===== config.mk =====
export PLATFORM = sky130hd
export DESIGN_NAME = csf_ctrl
export DESIGN_NICKNAME = d
export VERILOG_FILES = /design/src/hdl/csf_pkg.sv /design/src/hdl/csf_mod.sv /design/src/hdl/csf_ctrl.sv
export SDC_FILE = /design/constraint.sdc
export NUM_CORES = 1
export LEC_CHECK = 0
export BUFFER_PORTS_ARGS = -buffer_cell sky130_fd_sc_hd__buf_2
export CORE_MARGIN = 4
export CORE_UTILIZATION = 63
export CTS_CLUSTER_DIAMETER = 50
export CTS_CLUSTER_SIZE = 20
export DETAILED_ROUTE_END_ITERATION = 7
export GPL_ROUTABILITY_DRIVEN = 0
export GPL_TIMING_DRIVEN = 1
export PLACE_DENSITY = 0.81
export SETUP_SLACK_MARGIN = 0.4
export SLEW_MARGIN = 20
export SYNTH_ARGS = -nofsm -noshare
export SYNTH_HDL_FRONTEND = slang
export SYNTH_SLANG_ARGS = --single-unit
export TNS_END_PERCENT = 30

===== constraint.sdc =====
create_clock -name i_clk -period 7.3 [get_ports i_clk]
set_clock_uncertainty 0.15 [all_clocks]
set_input_delay 0.73 -clock i_clk [delete_from_list [all_inputs] [get_ports i_clk]]
set_output_delay 0.73 -clock i_clk [all_outputs]
set_load 0.05 [all_outputs]

===== src/hdl/csf_pkg.sv =====
// Shared types, codes and command tables of the flash command interface.
`timescale 1ns / 1ps
package csf_pkg;

    localparam int ADDR_BITS = 24;
    localparam int MOD_LAT   = 3;

    localparam logic [1:0] OP_READ    = 2'd0;
    localparam logic [1:0] OP_WRITE   = 2'd1;
    localparam logic [1:0] OP_PRELOAD = 2'd2;

    localparam logic [1:0] REG_MODE = 2'd0;
    localparam logic [1:0] REG_SSL  = 2'd1;
    localparam logic [1:0] REG_WPM  = 2'd2;

    localparam logic [1:0] K_ANY = 2'd0;
    localparam logic [1:0] K_A1  = 2'd1;
    localparam logic [1:0] K_A2  = 2'd2;

    localparam logic [1:0] SEQ_ID   = 2'd0;
    localparam logic [1:0] SEQ_PROG = 2'd1;
    localparam logic [1:0] SEQ_SEC  = 2'd2;
    localparam logic [1:0] SEQ_CHIP = 2'd3;

    localparam int LEN_ID    = 3;
    localparam int LEN_PROG  = 4;
    localparam int LEN_ERASE = 6;

    localparam logic [1:0] ID_SEL_DEVICE  = 2'd1;
    localparam logic [1:0] ID_SEL_PROTECT = 2'd2;

    localparam logic [7:0] MAKER_CODE  = 8'h01;
    localparam logic [7:0] DEVICE_CODE = 8'hA4;
    localparam logic [7:0] CMD_RESET   = 8'hF0;
    localparam logic [7:0] ERASED      = 8'hFF;

    localparam logic [11:0] MASK_M0 = 12'hFFF;
    localparam logic [11:0] A1_M0   = 12'hAAA;
    localparam logic [11:0] A2_M0   = 12'h555;
    localparam logic [11:0] MASK_M1 = 12'h7FF;
    localparam logic [11:0] A1_M1   = 12'h555;
    localparam logic [11:0] A2_M1   = 12'h2AA;

    localparam logic [2:0] SEQ_LEN [4] = '{3'd3, 3'd3, 3'd6, 3'd6};

    localparam logic [7:0] SEQ_VAL [4][6] = '{
        '{8'hAA, 8'h55, 8'h90, 8'h00, 8'h00, 8'h00},
        '{8'hAA, 8'h55, 8'hA0, 8'h00, 8'h00, 8'h00},
        '{8'hAA, 8'h55, 8'h80, 8'hAA, 8'h55, 8'h30},
        '{8'hAA, 8'h55, 8'h80, 8'hAA, 8'h55, 8'h10}
    };

    localparam logic [1:0] SEQ_KIND [4][6] = '{
        '{K_A1, K_A2, K_A1, K_ANY, K_ANY, K_ANY},
        '{K_A1, K_A2, K_A1, K_ANY, K_ANY, K_ANY},
        '{K_A1, K_A2, K_A1, K_A1, K_A2, K_ANY},
        '{K_A1, K_A2, K_A1, K_A1, K_A2, K_ANY}
    };

    typedef struct packed {
        logic        mode;
        logic [4:0]  ssl;
        logic [31:0] wpm;
    } t_cfg;

    typedef enum logic [2:0] {
        ST_CLEAR,
        ST_IDLE,
        ST_MOD,
        ST_EXEC,
        ST_RDWAIT,
        ST_SWEEP,
        ST_DONE
    } t_state;

    function automatic logic seq_ok(input logic [1:0] seq, input logic [3:0] pos,
                                    input logic [ADDR_BITS-1:0] addr,
                                    input logic [7:0] data, input logic mode);
        logic [11:0] a;
        logic [11:0] a1;
        logic [11:0] a2;
        logic [2:0]  p;
        logic        ok;
        a  = addr[11:0] & (mode ? MASK_M1 : MASK_M0);
        a1 = mode ? A1_M1 : A1_M0;
        a2 = mode ? A2_M1 : A2_M0;
        p  = pos[2:0];
        ok = 1'b1;
        if (pos < 4'(SEQ_LEN[seq])) begin
            if (data != SEQ_VAL[seq][p]) ok = 1'b0;
            if (SEQ_KIND[seq][p] == K_A1 && a != a1) ok = 1'b0;
            if (SEQ_KIND[seq][p] == K_A2 && a != a2) ok = 1'b0;
        end
        return ok;
    endfunction

endpackage


===== src/hdl/csf_mod.sv =====
// Pipelined reduction of a byte address modulo the array size.
`timescale 1ns / 1ps
module csf_mod #(
    parameter int MODULUS = 65536,
    parameter int OUT_W   = 16
) (
    input  logic                          i_clk,
    input  logic [csf_pkg::ADDR_BITS-1:0] i_a,
    output logic [OUT_W-1:0]              o_r
);
    import csf_pkg::*;

    localparam int unsigned RECIP = (2 ** ADDR_BITS) / MODULUS;
    localparam int RECIP_W = $clog2(RECIP + 1);
    localparam int PW = ADDR_BITS + RECIP_W;
    localparam int WW = ADDR_BITS + 1;

    logic [ADDR_BITS-1:0] r_a1;
    logic [PW-1:0]        r_p;
    logic [WW-1:0]        r_r;
    logic [OUT_W-1:0]     r_q;
    logic [RECIP_W-1:0]   q_est;
    logic [WW-1:0]        n_r;
    logic [WW-1:0]        corr;

    assign q_est = r_p[PW-1 -: RECIP_W];
    assign n_r   = WW'(r_a1) - WW'(q_est) * WW'(MODULUS);
    assign corr  = (r_r >= WW'(MODULUS)) ? r_r - WW'(MODULUS) : r_r;

    always_ff @(posedge i_clk) begin
        r_a1 <= i_a;
        r_p  <= PW'(i_a) * PW'(RECIP);
        r_r  <= n_r;
        r_q  <= OUT_W'(corr);
    end

    assign o_r = r_q;

endmodule


===== src/hdl/csf_ctrl.sv =====
// Command sequencer: decodes each bus word and drives the array port.
`timescale 1ns / 1ps
module csf_ctrl #(
    parameter int FLASH_BYTES = 65536,
    parameter int LOG_SLOTS   = 8,
    parameter int AW          = 16
) (
    input  logic                          i_clk,
    input  logic                          i_rst_n,
    input  csf_pkg::t_cfg                 i_cfg,
    input  logic                          i_in_valid,
    output logic                          o_in_stall,
    input  logic [1:0]                    i_operation,
    input  logic [csf_pkg::ADDR_BITS-1:0] i_address,
    input  logic [7:0]                    i_write_data,
    output logic                          o_out_valid,
    input  logic                          i_out_stall,
    output logic [7:0]                    o_read_data,
    output logic                          o_command_in_progress,
    output logic                          o_mem_we,
    output logic [AW-1:0]                 o_mem_addr,
    output logic [7:0]                    o_mem_wdata,
    input  logic [7:0]                    i_mem_rdata
);
    import csf_pkg::*;

    localparam int CW = $clog2(LOG_SLOTS + 1);
    localparam logic [AW-1:0] LAST_ADDR = AW'(FLASH_BYTES - 1);
    localparam int SW = ADDR_BITS + 2;

    t_state r_state, n_state;
    logic [1:0]           r_op;
    logic [ADDR_BITS-1:0] r_addr;
    logic [7:0]           r_wdata;
    logic [1:0]           r_wait, n_wait;
    logic [CW-1:0]        r_count, n_count;
    logic [3:0]           r_match, n_match;
    logic                 r_ident, n_ident;
    logic [AW-1:0]        r_ptr, n_ptr;
    logic [AW-1:0]        r_last, n_last;
    logic                 r_rmw, n_rmw;
    logic [7:0]           r_rd, n_rd;
    logic                 r_out_valid, n_out_valid;
    logic [7:0]           r_out_rd, n_out_rd;
    logic                 r_out_cip, n_out_cip;

    logic [AW-1:0]        addr_mod;
    logic [AW-1:0]        base_mod;
    logic [ADDR_BITS-1:0] base_raw;
    logic [ADDR_BITS-1:0] sect;
    logic                 prot;
    logic [3:0]           nm;
    logic [CW-1:0]        wc;
    logic                 log_full;
    logic                 cmd_valid;
    logic                 ident_enter;
    logic                 prog_go;
    logic                 sec_go;
    logic                 chip_go;
    logic                 clr;
    logic [SW-1:0]        sec_end;
    logic [AW-1:0]        sec_last;
    logic                 accept;
    logic                 out_free;

    assign base_raw = r_addr & ~((ADDR_BITS'(1) << i_cfg.ssl) - ADDR_BITS'(1));

    csf_mod #(.MODULUS(FLASH_BYTES), .OUT_W(AW)) u_mod_addr (
        .i_clk (i_clk),
        .i_a   (r_addr),
        .o_r   (addr_mod)
    );

    csf_mod #(.MODULUS(FLASH_BYTES), .OUT_W(AW)) u_mod_base (
        .i_clk (i_clk),
        .i_a   (base_raw),
        .o_r   (base_mod)
    );

    assign sect = r_addr >> i_cfg.ssl;
    assign prot = (sect < ADDR_BITS'(32)) ? i_cfg.wpm[sect[4:0]] : 1'b0;

    assign accept   = i_in_valid && (r_state == ST_IDLE);
    assign out_free = !r_out_valid || !i_out_stall;

    always_comb begin
        for (int k = 0; k < 4; k++) begin
            nm[k] = ((r_count == '0) || r_match[k])
                    && seq_ok(2'(k), 4'(r_count), r_addr, r_wdata, i_cfg.mode);
        end
        wc          = r_count + CW'(1);
        log_full    = (r_count >= CW'(LOG_SLOTS));
        cmd_valid   = (nm[SEQ_ID] && wc < CW'(LEN_PROG))
                   || (nm[SEQ_PROG] && wc < CW'(LEN_PROG))
                   || (nm[SEQ_SEC] && wc < CW'(LEN_ERASE))
                   || (nm[SEQ_CHIP] && wc < CW'(LEN_ERASE));
        ident_enter = nm[SEQ_ID] && (wc == CW'(LEN_ID));
        prog_go     = nm[SEQ_PROG] && (wc >= CW'(LEN_PROG)) && !prot;
        sec_go      = nm[SEQ_SEC] && (wc >= CW'(LEN_ERASE)) && !prot;
        chip_go     = nm[SEQ_CHIP] && (wc >= CW'(LEN_ERASE));
        clr         = !cmd_valid || (r_wdata == CMD_RESET);
        sec_end     = SW'(base_mod) + (SW'(1) << i_cfg.ssl);
        if (i_cfg.ssl >= 5'(ADDR_BITS + 1) || sec_end >= SW'(FLASH_BYTES)) begin
            sec_last = LAST_ADDR;
        end else begin
            sec_last = AW'(sec_end - SW'(1));
        end
    end

    always_comb begin
        n_state = r_state;
        case (r_state)
            ST_CLEAR: begin
                if (r_ptr == LAST_ADDR) n_state = ST_IDLE;
            end
            ST_IDLE: begin
                if (i_in_valid) n_state = ST_MOD;
            end
            ST_MOD: begin
                if (r_wait == 2'(MOD_LAT - 1)) n_state = ST_EXEC;
            end
            ST_EXEC: begin
                n_state = ST_DONE;
                case (r_op)
                    OP_READ: begin
                        if (!r_ident) n_state = ST_RDWAIT;
                    end
                    OP_WRITE: begin
                        if (!log_full) begin
                            if (prog_go) n_state = ST_RDWAIT;
                            else if (sec_go || chip_go) n_state = ST_SWEEP;
                        end
                    end
                    default: n_state = ST_DONE;
                endcase
            end
            ST_RDWAIT: n_state = ST_DONE;
            ST_SWEEP: begin
                if (r_ptr == r_last) n_state = ST_DONE;
            end
            ST_DONE: begin
                if (out_free) n_state = ST_IDLE;
            end
            default: n_state = ST_CLEAR;
        endcase
    end

    always_comb begin
        n_wait      = '0;
        n_count     = r_count;
        n_match     = r_match;
        n_ident     = r_ident;
        n_ptr       = r_ptr;
        n_last      = r_last;
        n_rmw       = r_rmw;
        n_rd        = r_rd;
        n_out_valid = r_out_valid && i_out_stall;
        n_out_rd    = r_out_rd;
        n_out_cip   = r_out_cip;
        o_mem_we    = 1'b0;
        o_mem_addr  = addr_mod;
        o_mem_wdata = r_wdata;
        case (r_state)
            ST_CLEAR: begin
                o_mem_we    = 1'b1;
                o_mem_addr  = r_ptr;
                o_mem_wdata = ERASED;
                n_ptr       = r_ptr + AW'(1);
            end
            ST_MOD: begin
                n_wait = r_wait + 2'd1;
            end
            ST_EXEC: begin
                n_rd  = 8'h00;
                n_rmw = 1'b0;
                case (r_op)
                    OP_READ: begin
                        if (r_ident) begin
                            n_count = '0;
                            case (r_addr[1:0])
                                ID_SEL_DEVICE:  n_rd = DEVICE_CODE;
                                ID_SEL_PROTECT: n_rd = {7'd0, prot};
                                default:        n_rd = MAKER_CODE;
                            endcase
                        end
                    end
                    OP_WRITE: begin
                        if (!log_full) begin
                            n_match = nm;
                            n_count = clr ? '0 : wc;
                            n_ident = clr ? 1'b0 : (ident_enter || r_ident);
                            n_rmw   = prog_go;
                            if (sec_go) begin
                                n_ptr  = base_mod;
                                n_last = sec_last;
                            end else if (chip_go) begin
                                n_ptr  = '0;
                                n_last = LAST_ADDR;
                            end
                        end
                    end
                    OP_PRELOAD: begin
                        o_mem_we = 1'b1;
                    end
                    default: n_rd = 8'h00;
                endcase
            end
            ST_RDWAIT: begin
                if (r_rmw) begin
                    o_mem_we    = 1'b1;
                    o_mem_wdata = r_wdata & i_mem_rdata;
                end else begin
                    n_rd = i_mem_rdata;
                end
            end
            ST_SWEEP: begin
                o_mem_we    = 1'b1;
                o_mem_addr  = r_ptr;
                o_mem_wdata = ERASED;
                n_ptr       = r_ptr + AW'(1);
            end
            ST_DONE: begin
                if (out_free) begin
                    n_out_valid = 1'b1;
                    n_out_rd    = r_rd;
                    n_out_cip   = (r_count != '0);
                end
            end
            default: n_wait = '0;
        endcase
    end

    always_ff @(posedge i_clk) begin
        if (!i_rst_n) begin
            r_state     <= ST_CLEAR;
            r_wait      <= '0;
            r_count     <= '0;
            r_ident     <= 1'b0;
            r_ptr       <= '0;
            r_out_valid <= 1'b0;
        end else begin
            r_state     <= n_state;
            r_wait      <= n_wait;
            r_count     <= n_count;
            r_ident     <= n_ident;
            r_ptr       <= n_ptr;
            r_out_valid <= n_out_valid;
        end
    end

    always_ff @(posedge i_clk) begin
        if (accept) begin
            r_op    <= i_operation;
            r_addr  <= i_address;
            r_wdata <= i_write_data;
        end
        r_match  <= n_match;
        r_last   <= n_last;
        r_rmw    <= n_rmw;
        r_rd     <= n_rd;
        r_out_rd <= n_out_rd;
        r_out_cip <= n_out_cip;
    end

    assign o_in_stall            = (r_state != ST_IDLE);
    assign o_out_valid           = r_out_valid;
    assign o_read_data           = r_out_rd;
    assign o_command_in_progress = r_out_cip;

endmodule


==> results.cfg <==
[setup_path]
r2r_setup_slack_ps = 2400
critical_path_required_ps = 7420
cp-startpoint = i_cfg[32]
cp-end-kind = flip-flop
worstPathArrival_ps = 5230
worst_r2r_endpoint = r_last[14]
slowest_delay_ps = 630
crit_type = input port to flip-flop
regToRegStartpoint = r_addr[10]
critPathCapture = r_ptr[4]
cp_slowest_cell = nor3_1
critPathLaunchType = input port
rr_worst_depth = 9
cp_max_fo = 31
worstPathCellList = buf_2, buf_4, mux2i_1, o221a_1, nor3_1, nor3_1, a21oi_1, a211o_1, o221ai_1, nand4_2, a21oi_1, a221oi_1

[synthesis]
synth-main-ff-cell = dfxtp_1
synth_area_leader_cell = dfxtp_1
yosys_register_bits = 195
syn-num-nets = 1159
ys_seq_area_frac = 0.455
synth_top_area_share = 0.242
syn_area_per_cell_um2 = 9.69
syn_inst = 1049
ys_types = 87
synth-edff-count = 72
async_flop_share = 0
syn_area_um2 = 10200
yosys_warnings = 0
synth_area_leaders = dfxtp_1 (24%), edfxtp_1 (21%), nand2_1 (5.0%)

[sta]
rsz0062_at_grt = no
worst_pin_slew_ps = 1100
setup_tns_ps = 0
fin_crit_ps = 5110
slew_viol_final = 0
period_share = 0.699
timing.hold.ws_ps = 172
setup_viol = 0
max_slew_margin = 0.263
finalHoldViolations = 0
fmax_ghz = 0.196

[clock_tree]
ctsHtreeMaxLevel = 4
cts.sinks = 195
cts_inserted_buffers = 17
cts-resized-gates = 0
cts_tree = built
ctsHoldBuffers = 0
clockRootBuffer = clkbuf_16
worstSkewPairLatency_ps = 450
cts_setup_buffers = 0
clk_path_buf_depth = 2
clk_pin_slew_ps = 80

[detailed_routing]
vias = 8409
drtPass1Iterations = 6
drc = 0
wire_per_inst_um = 18.2
drt-initial-drc-count = 695
ant_nets = 0
viasPerCell = 6.18
wl_um = 24800

[placement]
dp_hpwl_um = 18200
io_buffers = 119

[floorplan]
coreArea_um2 = 15800
chipHeight_um = 135
rows = 46
ios = 120
die_area_um2 = 18200
start_util = 0.642
die_x_um = 135

[final_layout]
mostFrequentLayoutCells = nand2_1 (135), dfxtp_1 (123), buf_2 (119)
syn2layout_area_growth_pct = 11.7
final_util = 0.717
fillers = 1160
post_route_cells_drive_above_1_share = 0.178
final_nets = 1241
n_antenna_cell = 0
final_common_cell = nand2_1

[global_route]
antenna_found_initial = 0
track_usage = 0.272
grt_max_degree = 45
grt_first_pass_wirelength_um = 39400
grt_pass1_vias = 7818
overflow = 0

[power_and_ir_drop]
power.leakage_nw = 4.69
power_density_nw_per_um2 = 199
irDropWorstVdd_mv = 0.155
power_mw = 2.26

[min_path]
min_path_type = flip-flop to flip-flop

[run]
cap_violations = 0

[outcome]
status = finished clean
synthesized netlist by cell type (10+ instances only):
cell and instances:
nand2_1 135, dfxtp_1 123, edfxtp_1 72, nor2_1 65, a21oi_1 46, inv_1 39
nand3_1 39, clkbuf_1 35, mux2i_1 34, o21ai_0 31, xor2_1 31, nor3_1 27
ha_1 25, xnor2_1 23, and2_1 17, o31ai_1 17, and3_1 14, a31oi_1 13
nor2b_1 13, nand4_1 12, a311oi_2 10, nor3b_1 10
worst min-delay path by stage:
| stage | from | slack [ps] | end | depth (start not counted) |
|---|---|---|---|---|
| final | u_mod_addr.r_p[9] | 170 | u_mod_addr.r_r[1] | 0 |
| after global placement | u_mod_addr.r_p[9] | 160 | u_mod_addr.r_r[1] | 0 |
| after detailed placement | u_mod_addr.r_p[19] | 160 | u_mod_addr.r_r[11] | 0 |
| after CTS | u_mod_addr.r_p[9] | 180 | u_mod_addr.r_r[1] | 0 |
| after floorplan | u_mod_addr.r_r[0] | 160 | u_mod_addr.o_r[0] | 0 |
| after global routing | u_mod_base.r_p[22] | 180 | u_mod_base.r_r[14] | 0 |
worst max-delay path: cells and delay by family:
kind            cells  cell delay, ps
compound gates      6            1820
simple gates        3            1360
mux                 1             360
buf+inv             2             940
cells by family after synthesis:
group	Yosys count	synth area share
fa+ha+maj	26	0.0327
xor+xnor	54	0.0465
compound gates	245	0.186
mux	41	0.0460
simple gates	386	0.187
buf+inv	102	0.0469
flops	195	0.455
where the power goes:
part	internal, mW	total [mW]	switching, mW
Sequential	1.13	1.14	0.00625
Combinational	0.0782	0.204	0.126
Clock	0.477	0.920	0.443
per-stage QoR:
stage / cell area [um2] / setup slack (ps) / cells
after floorplan: 10200 / 2160 / 1049
after global placement: 10800 / 2040 / 1328
after detailed placement: 10800 / 1890 / 1328
after CTS: 11300 / 2220 / 1360
after global routing: 11400 / 1830 / 1360
final: 11400 / 2190 / 1360
registers in the layout, indices dropped and copies added, names as in the netlist, 2 cells and up:
register and count:
r_match 4, u_mod_addr.r_p 16, u_mod_base.r_p 16, r_wait 2, r_rd 8, r_op 2, u_mod_base.o_r 16, u_mod_base.r_r 16
o_read_data 8, r_last 16, u_mod_addr.o_r 16, u_mod_addr.r_r 16, r_addr 24, r_wdata 8, r_state 3, r_ptr 16
r_count 4
metal layers:
layer,track usage,vias to the layer above,share of wire
li1,-,4022,-
met1,0.380,3916,0.44
met2,0.428,416,0.46
met3,0.0555,55,0.080
met4,0.0862,0,0.022
met5,0,-,0
cell type report:
cell class	count	area [um2]	area share
Multi-Input combinational cell	752	5090	0.448
Sequential cell	195	4620	0.407
Timing Repair Buffer	123	626	0.0551
Clock buffer	19	455	0.0401
Tap cell	216	270	0.0238
Inverter	42	158	0.0139
Clock inverter	13	129	0.0113
(Power assumes the default switching activity.)
